==> src/rtl/lpc_pkg.sv <==
`default_nettype none

package lpc_pkg;

    localparam int unsigned DIST_W  = 9;
    localparam int unsigned TIME_W  = 32;
    localparam int unsigned DELAY_W = 16;
    localparam int unsigned LED_W   = 8;
    localparam int unsigned CFG_IDX_W  = 3;
    localparam int unsigned CFG_DATA_W = 16;

    localparam logic [DIST_W-1:0] RANGE_LOW_CM  = 9'd30;
    localparam logic [DIST_W-1:0] RANGE_HIGH_CM = 9'd380;
    localparam logic [LED_W-1:0]  LED_PWM_ON    = 8'd200;
    localparam logic [LED_W-1:0]  LED_PWM_OFF   = 8'd80;

    localparam logic [DIST_W-1:0]  RST_ON_DIST    = 9'd40;
    localparam logic [DIST_W-1:0]  RST_OFF_DIST   = 9'd100;
    localparam logic [DELAY_W-1:0] RST_ERR_DELAY  = 16'd5000;
    localparam logic [DELAY_W-1:0] RST_BLINK      = 16'd500;

    typedef logic [DIST_W-1:0] t_dist;

    typedef enum logic [CFG_IDX_W-1:0] {
        REG_ON_DIST   = 3'd0,
        REG_OFF_DIST  = 3'd1,
        REG_ERR_DELAY = 3'd2,
        REG_BLINK     = 3'd3,
        REG_MANUAL    = 3'd4
    } t_reg_index;

    typedef enum logic {
        ACT_SAMPLE = 1'b0,
        ACT_MANUAL = 1'b1
    } t_action;

    typedef enum logic {
        LED_PWM   = 1'b0,
        LED_BLINK = 1'b1
    } t_led_kind;

    typedef struct packed {
        logic              action;
        t_dist             distance;
        logic [TIME_W-1:0] now;
        logic              cmd;
    } t_request;

    typedef struct packed {
        t_dist            median;
        logic             pump;
        logic             error;
        logic             led_kind;
        logic [LED_W-1:0] led_value;
    } t_result;

endpackage

`default_nettype wire

==> src/rtl/level_pump_controller.sv <==
`default_nettype none

// Level pump controller with a median-filtered sonar distance.
// Input stream: tuser carries the request kind (sensor sample or manual
// pump command), tdata carries distance, millisecond time and the command.
// Output stream: one result per request with the filtered distance, pump
// drive, error flag and LED drive; tuser tells whether the LED value is a
// PWM duty or a blink pin level.
// A request is registered in the input register on acceptance and its
// result in the output register; the block takes one request every cycle
// while the receiver is ready. The median of the window comes from a
// rank-compare network over all window entries in the processing cycle.
// Configuration writes go through a separate channel that is always ready
// and should only be issued while no request is in flight.
// Reset restores the register defaults, clears the sample window and all
// control state, and empties both stages.
// When the receiver stalls, the result stays in the output register and the
// next request waits in the input register; the input side then stalls too.

module level_pump_controller #(
    parameter int WINDOW_SIZE = 5
) (
    input  wire logic                             i_clk,
    input  wire logic                             i_rst_n,
    input  wire logic                             s_axis_tvalid,
    output logic                                  s_axis_tready,
    // distance_cm [8:0], now_ms [40:9], pump_command [41], zero fill
    input  wire logic [47:0]                      s_axis_tdata,
    // action
    input  wire logic                             s_axis_tuser,
    output logic                                  m_axis_tvalid,
    input  wire logic                             m_axis_tready,
    // filtered_distance_cm [8:0], pump_on [9], error_state [10],
    // led_value [18:11], zero fill
    output logic [23:0]                           m_axis_tdata,
    // led_kind
    output logic                                  m_axis_tuser,
    input  wire logic                             i_cfg_valid,
    output logic                                  o_cfg_ready,
    input  wire logic [lpc_pkg::CFG_IDX_W-1:0]    i_cfg_index,
    input  wire logic [lpc_pkg::CFG_DATA_W-1:0]   i_cfg_data
);
    import lpc_pkg::*;

    localparam int PTR_W = (WINDOW_SIZE > 1) ? $clog2(WINDOW_SIZE) : 1;
    localparam logic [PTR_W-1:0] PTR_LAST = PTR_W'(WINDOW_SIZE - 1);

    // Configuration registers.
    t_dist              r_on_dist;
    t_dist              r_off_dist;
    logic [DELAY_W-1:0] r_err_delay;
    logic [DELAY_W-1:0] r_blink_int;
    logic               r_manual;

    // Pipeline registers.
    t_request r_in;
    logic     r_in_valid;
    t_result  r_out;
    logic     r_out_valid;

    // Controller state.
    t_dist             r_window [WINDOW_SIZE];
    logic [PTR_W-1:0]  r_ptr;
    t_dist             r_median;
    logic              r_pump;
    logic              r_pend;
    logic              r_conf;
    logic [TIME_W-1:0] r_err_start;
    logic [TIME_W-1:0] r_toggle_time;
    logic              r_blink;
    logic              r_led_kind;
    logic [LED_W-1:0]  r_led_value;

    t_dist             n_window [WINDOW_SIZE];
    logic [PTR_W-1:0]  n_ptr;
    t_dist             n_median;
    logic              n_pump;
    logic              n_pend;
    logic              n_conf;
    logic [TIME_W-1:0] n_err_start;
    logic [TIME_W-1:0] n_toggle_time;
    logic              n_blink;
    logic              n_led_kind;
    logic [LED_W-1:0]  n_led_value;

    logic              w_fire;
    logic              w_sample;
    t_dist             w_median;
    logic              w_out_range;
    logic [TIME_W-1:0] w_err_age;
    logic [TIME_W-1:0] w_toggle_age;

    assign o_cfg_ready = 1'b1;

    always_ff @(posedge i_clk) begin
        if (!i_rst_n) begin
            r_on_dist   <= RST_ON_DIST;
            r_off_dist  <= RST_OFF_DIST;
            r_err_delay <= RST_ERR_DELAY;
            r_blink_int <= RST_BLINK;
            r_manual    <= 1'b0;
        end else if (i_cfg_valid) begin
            case (i_cfg_index)
                REG_ON_DIST:   r_on_dist   <= i_cfg_data[DIST_W-1:0];
                REG_OFF_DIST:  r_off_dist  <= i_cfg_data[DIST_W-1:0];
                REG_ERR_DELAY: r_err_delay <= i_cfg_data[DELAY_W-1:0];
                REG_BLINK:     r_blink_int <= i_cfg_data[DELAY_W-1:0];
                REG_MANUAL:    r_manual    <= i_cfg_data[0];
                default: ;
            endcase
        end
    end

    assign w_fire        = r_in_valid && (!r_out_valid || m_axis_tready);
    assign s_axis_tready = !r_in_valid || w_fire;
    assign w_sample      = (r_in.action == ACT_SAMPLE);

    always_ff @(posedge i_clk) begin
        if (!i_rst_n) begin
            r_in_valid <= 1'b0;
        end else if (s_axis_tready) begin
            r_in_valid <= s_axis_tvalid;
        end
    end

    always_ff @(posedge i_clk) begin
        if (s_axis_tready && s_axis_tvalid) begin
            r_in.action   <= s_axis_tuser;
            r_in.distance <= s_axis_tdata[8:0];
            r_in.now      <= s_axis_tdata[40:9];
            r_in.cmd      <= s_axis_tdata[41];
        end
    end

    always_comb begin
        for (int i = 0; i < WINDOW_SIZE; i++) begin
            n_window[i] = r_window[i];
        end
        n_window[r_ptr] = r_in.distance;
        n_ptr = (r_ptr == PTR_LAST) ? '0 : r_ptr + PTR_W'(1);
    end

    lpc_median #(
        .WINDOW_SIZE(WINDOW_SIZE)
    ) u_median (
        .i_window(n_window),
        .o_median(w_median)
    );

    assign w_out_range  = (w_median < RANGE_LOW_CM) || (w_median > RANGE_HIGH_CM);
    assign w_err_age    = r_in.now - r_err_start;
    assign w_toggle_age = r_in.now - r_toggle_time;

    always_comb begin
        n_median      = r_median;
        n_pump        = r_pump;
        n_pend        = r_pend;
        n_conf        = r_conf;
        n_err_start   = r_err_start;
        n_toggle_time = r_toggle_time;
        n_blink       = r_blink;
        n_led_kind    = r_led_kind;
        n_led_value   = r_led_value;
        if (w_sample) begin
            n_median = w_median;
            if (!r_manual) begin
                if (w_out_range) begin
                    if (!r_pend) begin
                        n_pend      = 1'b1;
                        n_err_start = r_in.now;
                    end else if (!r_conf && (w_err_age > TIME_W'(r_err_delay))) begin
                        n_conf = 1'b1;
                    end
                end else begin
                    n_pend = 1'b0;
                    n_conf = 1'b0;
                end
                if (n_conf) begin
                    n_pump = 1'b0;
                end else if ((w_median <= r_on_dist) && !r_pump) begin
                    n_pump = 1'b1;
                end else if ((w_median >= r_off_dist) && r_pump) begin
                    n_pump = 1'b0;
                end
            end else begin
                n_pend = 1'b0;
                n_conf = 1'b0;
            end
            if (n_conf) begin
                if (w_toggle_age > TIME_W'(r_blink_int)) begin
                    n_toggle_time = r_in.now;
                    n_blink       = !r_blink;
                end
                n_led_kind  = LED_BLINK;
                n_led_value = LED_W'(n_blink);
            end else begin
                n_led_kind  = LED_PWM;
                n_led_value = n_pump ? LED_PWM_ON : LED_PWM_OFF;
            end
        end else if (r_manual) begin
            n_pump = r_in.cmd;
        end
    end

    always_ff @(posedge i_clk) begin
        if (!i_rst_n) begin
            for (int i = 0; i < WINDOW_SIZE; i++) begin
                r_window[i] <= '0;
            end
            r_ptr         <= '0;
            r_median      <= '0;
            r_pump        <= 1'b0;
            r_pend        <= 1'b0;
            r_conf        <= 1'b0;
            r_err_start   <= '0;
            r_toggle_time <= '0;
            r_blink       <= 1'b0;
            r_led_kind    <= LED_PWM;
            r_led_value   <= '0;
        end else if (w_fire) begin
            if (w_sample) begin
                for (int i = 0; i < WINDOW_SIZE; i++) begin
                    r_window[i] <= n_window[i];
                end
                r_ptr <= n_ptr;
            end
            r_median      <= n_median;
            r_pump        <= n_pump;
            r_pend        <= n_pend;
            r_conf        <= n_conf;
            r_err_start   <= n_err_start;
            r_toggle_time <= n_toggle_time;
            r_blink       <= n_blink;
            r_led_kind    <= n_led_kind;
            r_led_value   <= n_led_value;
        end
    end

    always_ff @(posedge i_clk) begin
        if (!i_rst_n) begin
            r_out_valid <= 1'b0;
        end else if (w_fire) begin
            r_out_valid <= 1'b1;
        end else if (m_axis_tready) begin
            r_out_valid <= 1'b0;
        end
    end

    always_ff @(posedge i_clk) begin
        if (w_fire) begin
            r_out.median    <= n_median;
            r_out.pump      <= n_pump;
            r_out.error     <= n_conf;
            r_out.led_kind  <= n_led_kind;
            r_out.led_value <= n_led_value;
        end
    end

    assign m_axis_tvalid = r_out_valid;
    assign m_axis_tdata  = {5'b0, r_out.led_value, r_out.error, r_out.pump, r_out.median};
    assign m_axis_tuser  = r_out.led_kind;

    // A confirmed error always comes with a pending error.
    a_conf_implies_pend: assert property (@(posedge i_clk) disable iff (!i_rst_n)
        r_conf |-> r_pend)
        else $error("confirmed error without pending error");

    // A result that reports an error drives the LED as a blink.
    a_error_blinks: assert property (@(posedge i_clk) disable iff (!i_rst_n)
        (m_axis_tvalid && m_axis_tdata[10]) |-> (m_axis_tuser == LED_BLINK))
        else $error("error result without blink LED");

    // The window pointer stays inside the window.
    a_ptr_range: assert property (@(posedge i_clk) disable iff (!i_rst_n)
        r_ptr <= PTR_LAST)
        else $error("window pointer out of range");

endmodule

`default_nettype wire

==> src/rtl/lpc_median.sv <==
`default_nettype none

module lpc_median #(
    parameter int WINDOW_SIZE = 5
) (
    input  wire lpc_pkg::t_dist i_window [WINDOW_SIZE],
    output lpc_pkg::t_dist o_median
);
    import lpc_pkg::*;

    localparam int RANK_W = $clog2(WINDOW_SIZE + 1);
    localparam logic [RANK_W-1:0] MID = RANK_W'(WINDOW_SIZE / 2);

    logic [RANK_W-1:0] w_rank [WINDOW_SIZE];

    // Each entry gets a unique rank; ties are broken by position.
    always_comb begin
        for (int i = 0; i < WINDOW_SIZE; i++) begin
            w_rank[i] = '0;
            for (int j = 0; j < WINDOW_SIZE; j++) begin
                if (j != i) begin
                    if ((i_window[j] < i_window[i]) ||
                        ((i_window[j] == i_window[i]) && (j < i))) begin
                        w_rank[i] = w_rank[i] + RANK_W'(1);
                    end
                end
            end
        end
    end

    always_comb begin
        o_median = '0;
        for (int i = 0; i < WINDOW_SIZE; i++) begin
            if (w_rank[i] == MID) begin
                o_median = i_window[i];
            end
        end
    end

endmodule

`default_nettype wire

==> config.mk <==
export PLATFORM = sky130hd
export DESIGN_NAME = level_pump_controller
export DESIGN_NICKNAME = d
export VERILOG_FILES = /design/src/rtl/lpc_pkg.sv /design/src/rtl/level_pump_controller.sv /design/src/rtl/lpc_median.sv
export SDC_FILE = /design/constraint.sdc
export NUM_CORES = 1
export LEC_CHECK = 0
export ABC_AREA = 1
export BUFFER_PORTS_ARGS = -buffer_cell sky130_fd_sc_hd__buf_2
export CAP_MARGIN = 20
export CORE_MARGIN = 3
export CORE_UTILIZATION = 60
export CTS_BUF_LIST = sky130_fd_sc_hd__clkbuf_4 sky130_fd_sc_hd__clkbuf_8
export DETAILED_ROUTE_END_ITERATION = 7
export GPL_TIMING_DRIVEN = 0
export PLACE_DENSITY = 0.79
export REMOVE_ABC_BUFFERS = 1
export SLEW_MARGIN = 20
export SYNTH_ARGS = -nofsm -noshare
export SYNTH_HDL_FRONTEND = slang
export SYNTH_SLANG_ARGS = --single-unit
==> constraint.sdc <==
create_clock -name i_clk -period 16.3 [get_ports i_clk]
set_clock_uncertainty 0.1 [all_clocks]
set_input_delay 3.26 -clock i_clk [delete_from_list [all_inputs] [get_ports i_clk]]
set_output_delay 3.26 -clock i_clk [all_outputs]
set_load 0.05 [all_outputs]
# Word level (Yosys, flattened, before mapping)
# Memories as Yosys holds them, arrays and structs flattened.
# Index checks and enable logic that the tools add are counted.
# word_totals
ff_bits,205
ram_bits,45
inputBits,73
output_inout_bits,28
elab_cells,202
mem_count,1
# classes
add_sub_neg,18
order_cmp,28
eq_ne,20
mux,65
n_bitwise,9
reduce_logical,35
# mem_list
name,words,width,read_ports,rd_ports_with_merged_regs,wr,line,text
r_window,5,9,5,0,5,level_pump_controller.sv:62,t_dist r_window [WINDOW_SIZE];
# ops
op,count
9-bit less-than comparator,20
9-bit two-way mux,12
9-bit equality test,10
32-bit by 16-bit greater-than comparator with 1-bit output,2
32-bit subtractor,2
45-bit bitwise mux,1
3-bit two-way mux,15
"3-bit by 1-bit adder with 3-bit output, second input constant",14
1-bit two-way mux,32
9-bit demux with 3-bit select,1
8-bit two-way mux,3
"3-bit by 2-bit equality test with 1-bit output, second input constant",7
1-bit logical OR,13
2-bit AND reduction,6
9-bit greater-or-equal comparator,1
"9-bit greater-than comparator, second input constant",1
9-bit less-or-equal comparator,1
"9-bit by 5-bit less-than comparator with 1-bit output, second input constant",1
"3-bit equality test, second input constant",2
1-bit logical AND,6
1-bit logical NOT,5
1-bit bitwise OR,5
5-bit AND reduction,1
"1-bit by 1-bit adder with 2-bit output, second input constant",2
10 further kinds,12

# Logic depth before layout (Yosys ltp)
# logic_depth
word_depth,31
ltp_mapped,50
mapped_depth_nobuf,49

# Cells and area by module
# Synthesis repeated with hierarchy kept, for this count alone.
# unflattened
hier_cells,2641
hier_area_um2,18974.4
# modules_own_cells
mod,n_inst,cells_each,area_each_um2,seq_area_each_um2
level_pump_controller,1,2087,15549.9,6085.8
lpc_median,1,554,3424.5,0.0

# Least setup slack after synthesis
# OpenSTA, ideal clock, no wires.
# synth_timing
kind,input to output
start,input m_axis_tready
end,output s_axis_tready
arrival_ns,3.720
required_time_ns,12.940
slack_ns,9.220
path_stages,2
n_path_buf,0
path_cell_list,inv_1 > nand3_1
# synth_via
elab_chain_len,3
# synth_rtl
element,line,text
from (decl),level_pump_controller.sv:32,"input wire logic m_axis_tready,"
1-bit logical OR,level_pump_controller.sv:114,assign w_fire = r_in_valid && (!r_out_valid || m_axis_tready);
1-bit logical AND,level_pump_controller.sv:114,
1-bit logical OR,level_pump_controller.sv:115,assign s_axis_tready = !r_in_valid || w_fire;
to (decl),level_pump_controller.sv:26,"output logic s_axis_tready,"
# Every way passes these cells.

==> results by group <==
GRT
  – Largest net degree at the start of global routing: 65
  – Gr usage total: 28.8%
  – Initial antenna violation count: 0
  – GRT overflow: 0
  – Global-route wire length before repair: 72300 um
  – Vias in the first global route: 14765

STA
  – Minimum period implied by the final worst setup slack: 7.55 ns
  – Final period utilization: 46.3%
  – RSZ-0062 raised after global routing: false
  – Max-slew violations: 0
  – Slew HR: 30.4%
  – Peak Freq: 132 MHz
  – Worst slew pin tran: 1.04 ns
  – Hold Vio Cnt, Final: 0
  – # setup viols final: 0
  – Final worst slack: 8.75 ns
  – Setup TNS: 0 ns

CTS
  – Maximum buffer depth of the clock tree: 3
  – Clk_lat worst skew: 0.58 ns
  – CTS clk-pin slew, worst paths: 0.06 ns
  – Hold-fix buffers, CTS: 0
  – CTS tree: done
  – Clk sinks: 250
  – Setup Buffers After CTS: 0
  – Number of gates resized after CTS: 0
  – Clock root buffer: clkbuf_8
  – H-tree levels: 2
  – Inserted Clock Buffers: 44

Power
  – Peak supply drop: 0.0000724 V
  – Sequential share of power: 32.9%
  – Clock power frac: 27.8%
  – Internal power: 0.00133 W
  – P per Cell Area: 115 nW/um2
  – Switching Power: 0.000870 W
  – Leakage: 8.96 nW
  – Comb pwr share: 39.3%
  – Switching Fraction: 39.6%

Synthesis
  – Multiplexer share of the synthesized area: 0.0576%
  – Synth Area in Simple Gates: 22.9%
  – Synth Cell Area: 17400 um2
  – Post-synthesis average cell area: 7.44 um2
  – Post-synth top flop: dfxtp_1
  – Count of different cell masters after synthesis: 59
  – FFs w/ async S/R, synth: 0%
  – Post-synthesis sequential area ratio: 35.0%
  – Post-synthesis register bit count: 250
  – Post-synthesis compound-gate area fraction: 14.8%
  – Syn Inst Count: 2337
  – Largest family of logic cells by synthesized area: simple AND/OR/NAND/NOR gates
  – Synth Warn #: 0
  – EDFF count, synth: 108
  – Post-Synth XOR/XNOR Area: 3.02%
  – Synth Area in Adders: 15.1%

Drt
  – DRC Markers: 0
  – Per-cell routed wire length: 16.0 um
  – Initial DRC count: 1061
  – Via count: 15741
  – Vias per Instance: 5.55
  – Detail Route Antenna Nets: 0
  – First-pass DRT Iterations: 6
  – Final WL: 45300 um

Finish
  – Multi-input gate area: 9740 um2
  – Reg area: 6090 um2
  – Post-layout nets: 2704
  – Fillers: 2439
  – Finished Core Util: 67.6%
  – Area Overhead vs Synth: 9.52%
  – Final instance area: 19000 um2
  – Inserted Diodes: 0
  – Share of cells above drive strength 1: 9.32%

Job
  – Max_cap viols: 0

Die
  – Rows: 61
  – Die Ht: 176 um
  – Die Footprint: 31100 um2
  – Die width: 176 um
  – Core area: 28200 um2
  – Initial Util: 61.7%
  – Io pins: 101

Worst setup path
  – Most Frequent Cell on Critical Path: nand2_1
  – RR Endpoint: m_axis_tdata[15]
  – Flop2flop setup slack: 8.75 ns
  – Crit-path max FO: 16
  – Worst-case reg-to-reg path depth: 44
  – Worst path required time: 16.52 ns
  – CP startpoint kind: flip-flop
  – R2r startpoint: r_ptr[0]
  – CP Class: reg -> reg
  – Data arrival, critical path: 7.78 ns
  – Worst stage delay on the critical path: 0.67 ns
  – Critical path's slowest cell: o21ai_0
  – CP Capture Type: flip-flop

Place
  – Port Buffers: 88
  – Pre-CTS setup slack: 8.82 ns
  – DP HPWL: 35100 um
  – DP Area: 18100 um2
  – Final GP Congestion: 0.950

Hold path
  – Hold WC Path Type: reg -> reg
  – Hold Path End: r_led_value[1]
  – Hold path start: r_led_value[1]
  – Worst Hold Depth: 2

Status
  – Status: finished clean
-- worst max-delay path, delay by kind of cell (launching register included) --
family                   cells  cell delay (ns)
adder cells (fa/ha/maj)      4             1.21
AO/OA/AOI/OAI                8             1.49
AND/OR/NAND/NOR             26             3.12
flip-flops                   1             0.62
buffers and inverters        6             0.73
-- Yosys cell counts (all sizes together), types with 14 or more instances --
cell type	number	share of area [%]
o21ai	174	5.2
a21oi	216	6.2
nand2	553	12
nand4	36	1.3
nor2	254	5.7
dfxtp	142	16
xor2	44	2.2
clkbuf	31	0.67
ha	206	15
inv	341	7.4
xnor2	16	0.81
edfxtp	108	19
nand3	76	2.5
nor3	14	0.40
o211ai	19	0.82
buf	25	1.1
-- placed cells by master (no fill, tap or decap), drive strengths merged, types with 6 or more instances in the layout --
cell type	instances
a211oi	11
a21o	10
a21oi	216
buf	91
clkbuf	64
clkinv	13
conb	6
dfxtp	142
edfxtp	108
ha	206
inv	344
nand2	553
nand3	76
nand3b	8
nand4	36
nor2	254
nor3	14
o211ai	19
o21a	7
o21ai	174
o21bai	7
xnor2	16
xor2	44
-- sequential cells by signal (all words and copies together) (netlist names) --
signal,flops
r_toggle_time,32
r_in,43
r_manual,1
r_in_valid,1
m_axis_tdata,19
r_on_dist,9
r_off_dist,9
r_window,45
r_pend,1
m_axis_tvalid,1
r_median,9
r_err_start,32
r_led_value,8
r_blink,1
r_blink_int,16
r_ptr,3
r_led_kind,1
m_axis_tuser,1
r_conf,1
r_pump,1
r_err_delay,16
-- per-stage QoR --
stage,cells,power (W),hold WS [ns]
floorplan,2285,0.00135,0.309
global placement,2751,0.00155,0.316
global route,2836,0.00235,0.370
detailed placement,2755,0.00159,0.318
finish,2836,0.00220,0.329
CTS,2836,0.00220,0.328
-- cell families after synthesis --
| group | after synthesis |
|---|---|
| flops | 250 |
| simple gates | 950 |
| buf+inv | 398 |
| fa+ha+maj | 208 |
| compound gates | 468 |
| mux | 1 |
| other cells | 2 |
| xor+xnor | 60 |
-- per-layer routing --
layer	vias to the layer above	part of all wire, %	wire, um	GRT usage [%]
met3	111	5.3	2380	3.74
met4	0	3.7	1700	10.6
li1	7893	-	-	-
met2	460	48	21800	50.6
met1	7277	43	19500	36.0
met5	-	0	0	0
-- power by group through the flow --
stage / combinational, W / sequential, W / clock [W]
6_report: 0.000864 / 0.000724 / 0.000610
5_1_grt: 0.000973 / 0.000728 / 0.000650
4_1_cts: 0.000854 / 0.000724 / 0.000623
3_5_place_dp: 0.000849 / 0.000737 / 0
3_3_place_gp: 0.000816 / 0.000736 / 0
2_1_floorplan: 0.000595 / 0.000757 / 0
-- how the worst max path moves through the flow --
stage,from,slack (ns),endpoint,cells past startpoint
CTS,r_ptr[0],8.76,m_axis_tdata[15],44
floorplan,m_axis_tready,9.22,s_axis_tready,2
finish,r_ptr[0],8.75,m_axis_tdata[15],44
global placement,i_rst_n,8.65,r_window[0][7],5
detailed placement,r_ptr[0],8.82,m_axis_tdata[15],44
global route,r_ptr[0],7.93,m_axis_tdata[15],44
-- final cells by class --
class	count	share of cell area (%)
Tap cell	378	2.48
Clock inverter	17	0.795
Timing Repair Buffer	92	2.77
Sequential cell	250	32.0
Inverter	342	6.76
Multi-Input combinational cell	1693	51.2
Clock buffer	64	4.07
Power figures use the tool's default switching activity.
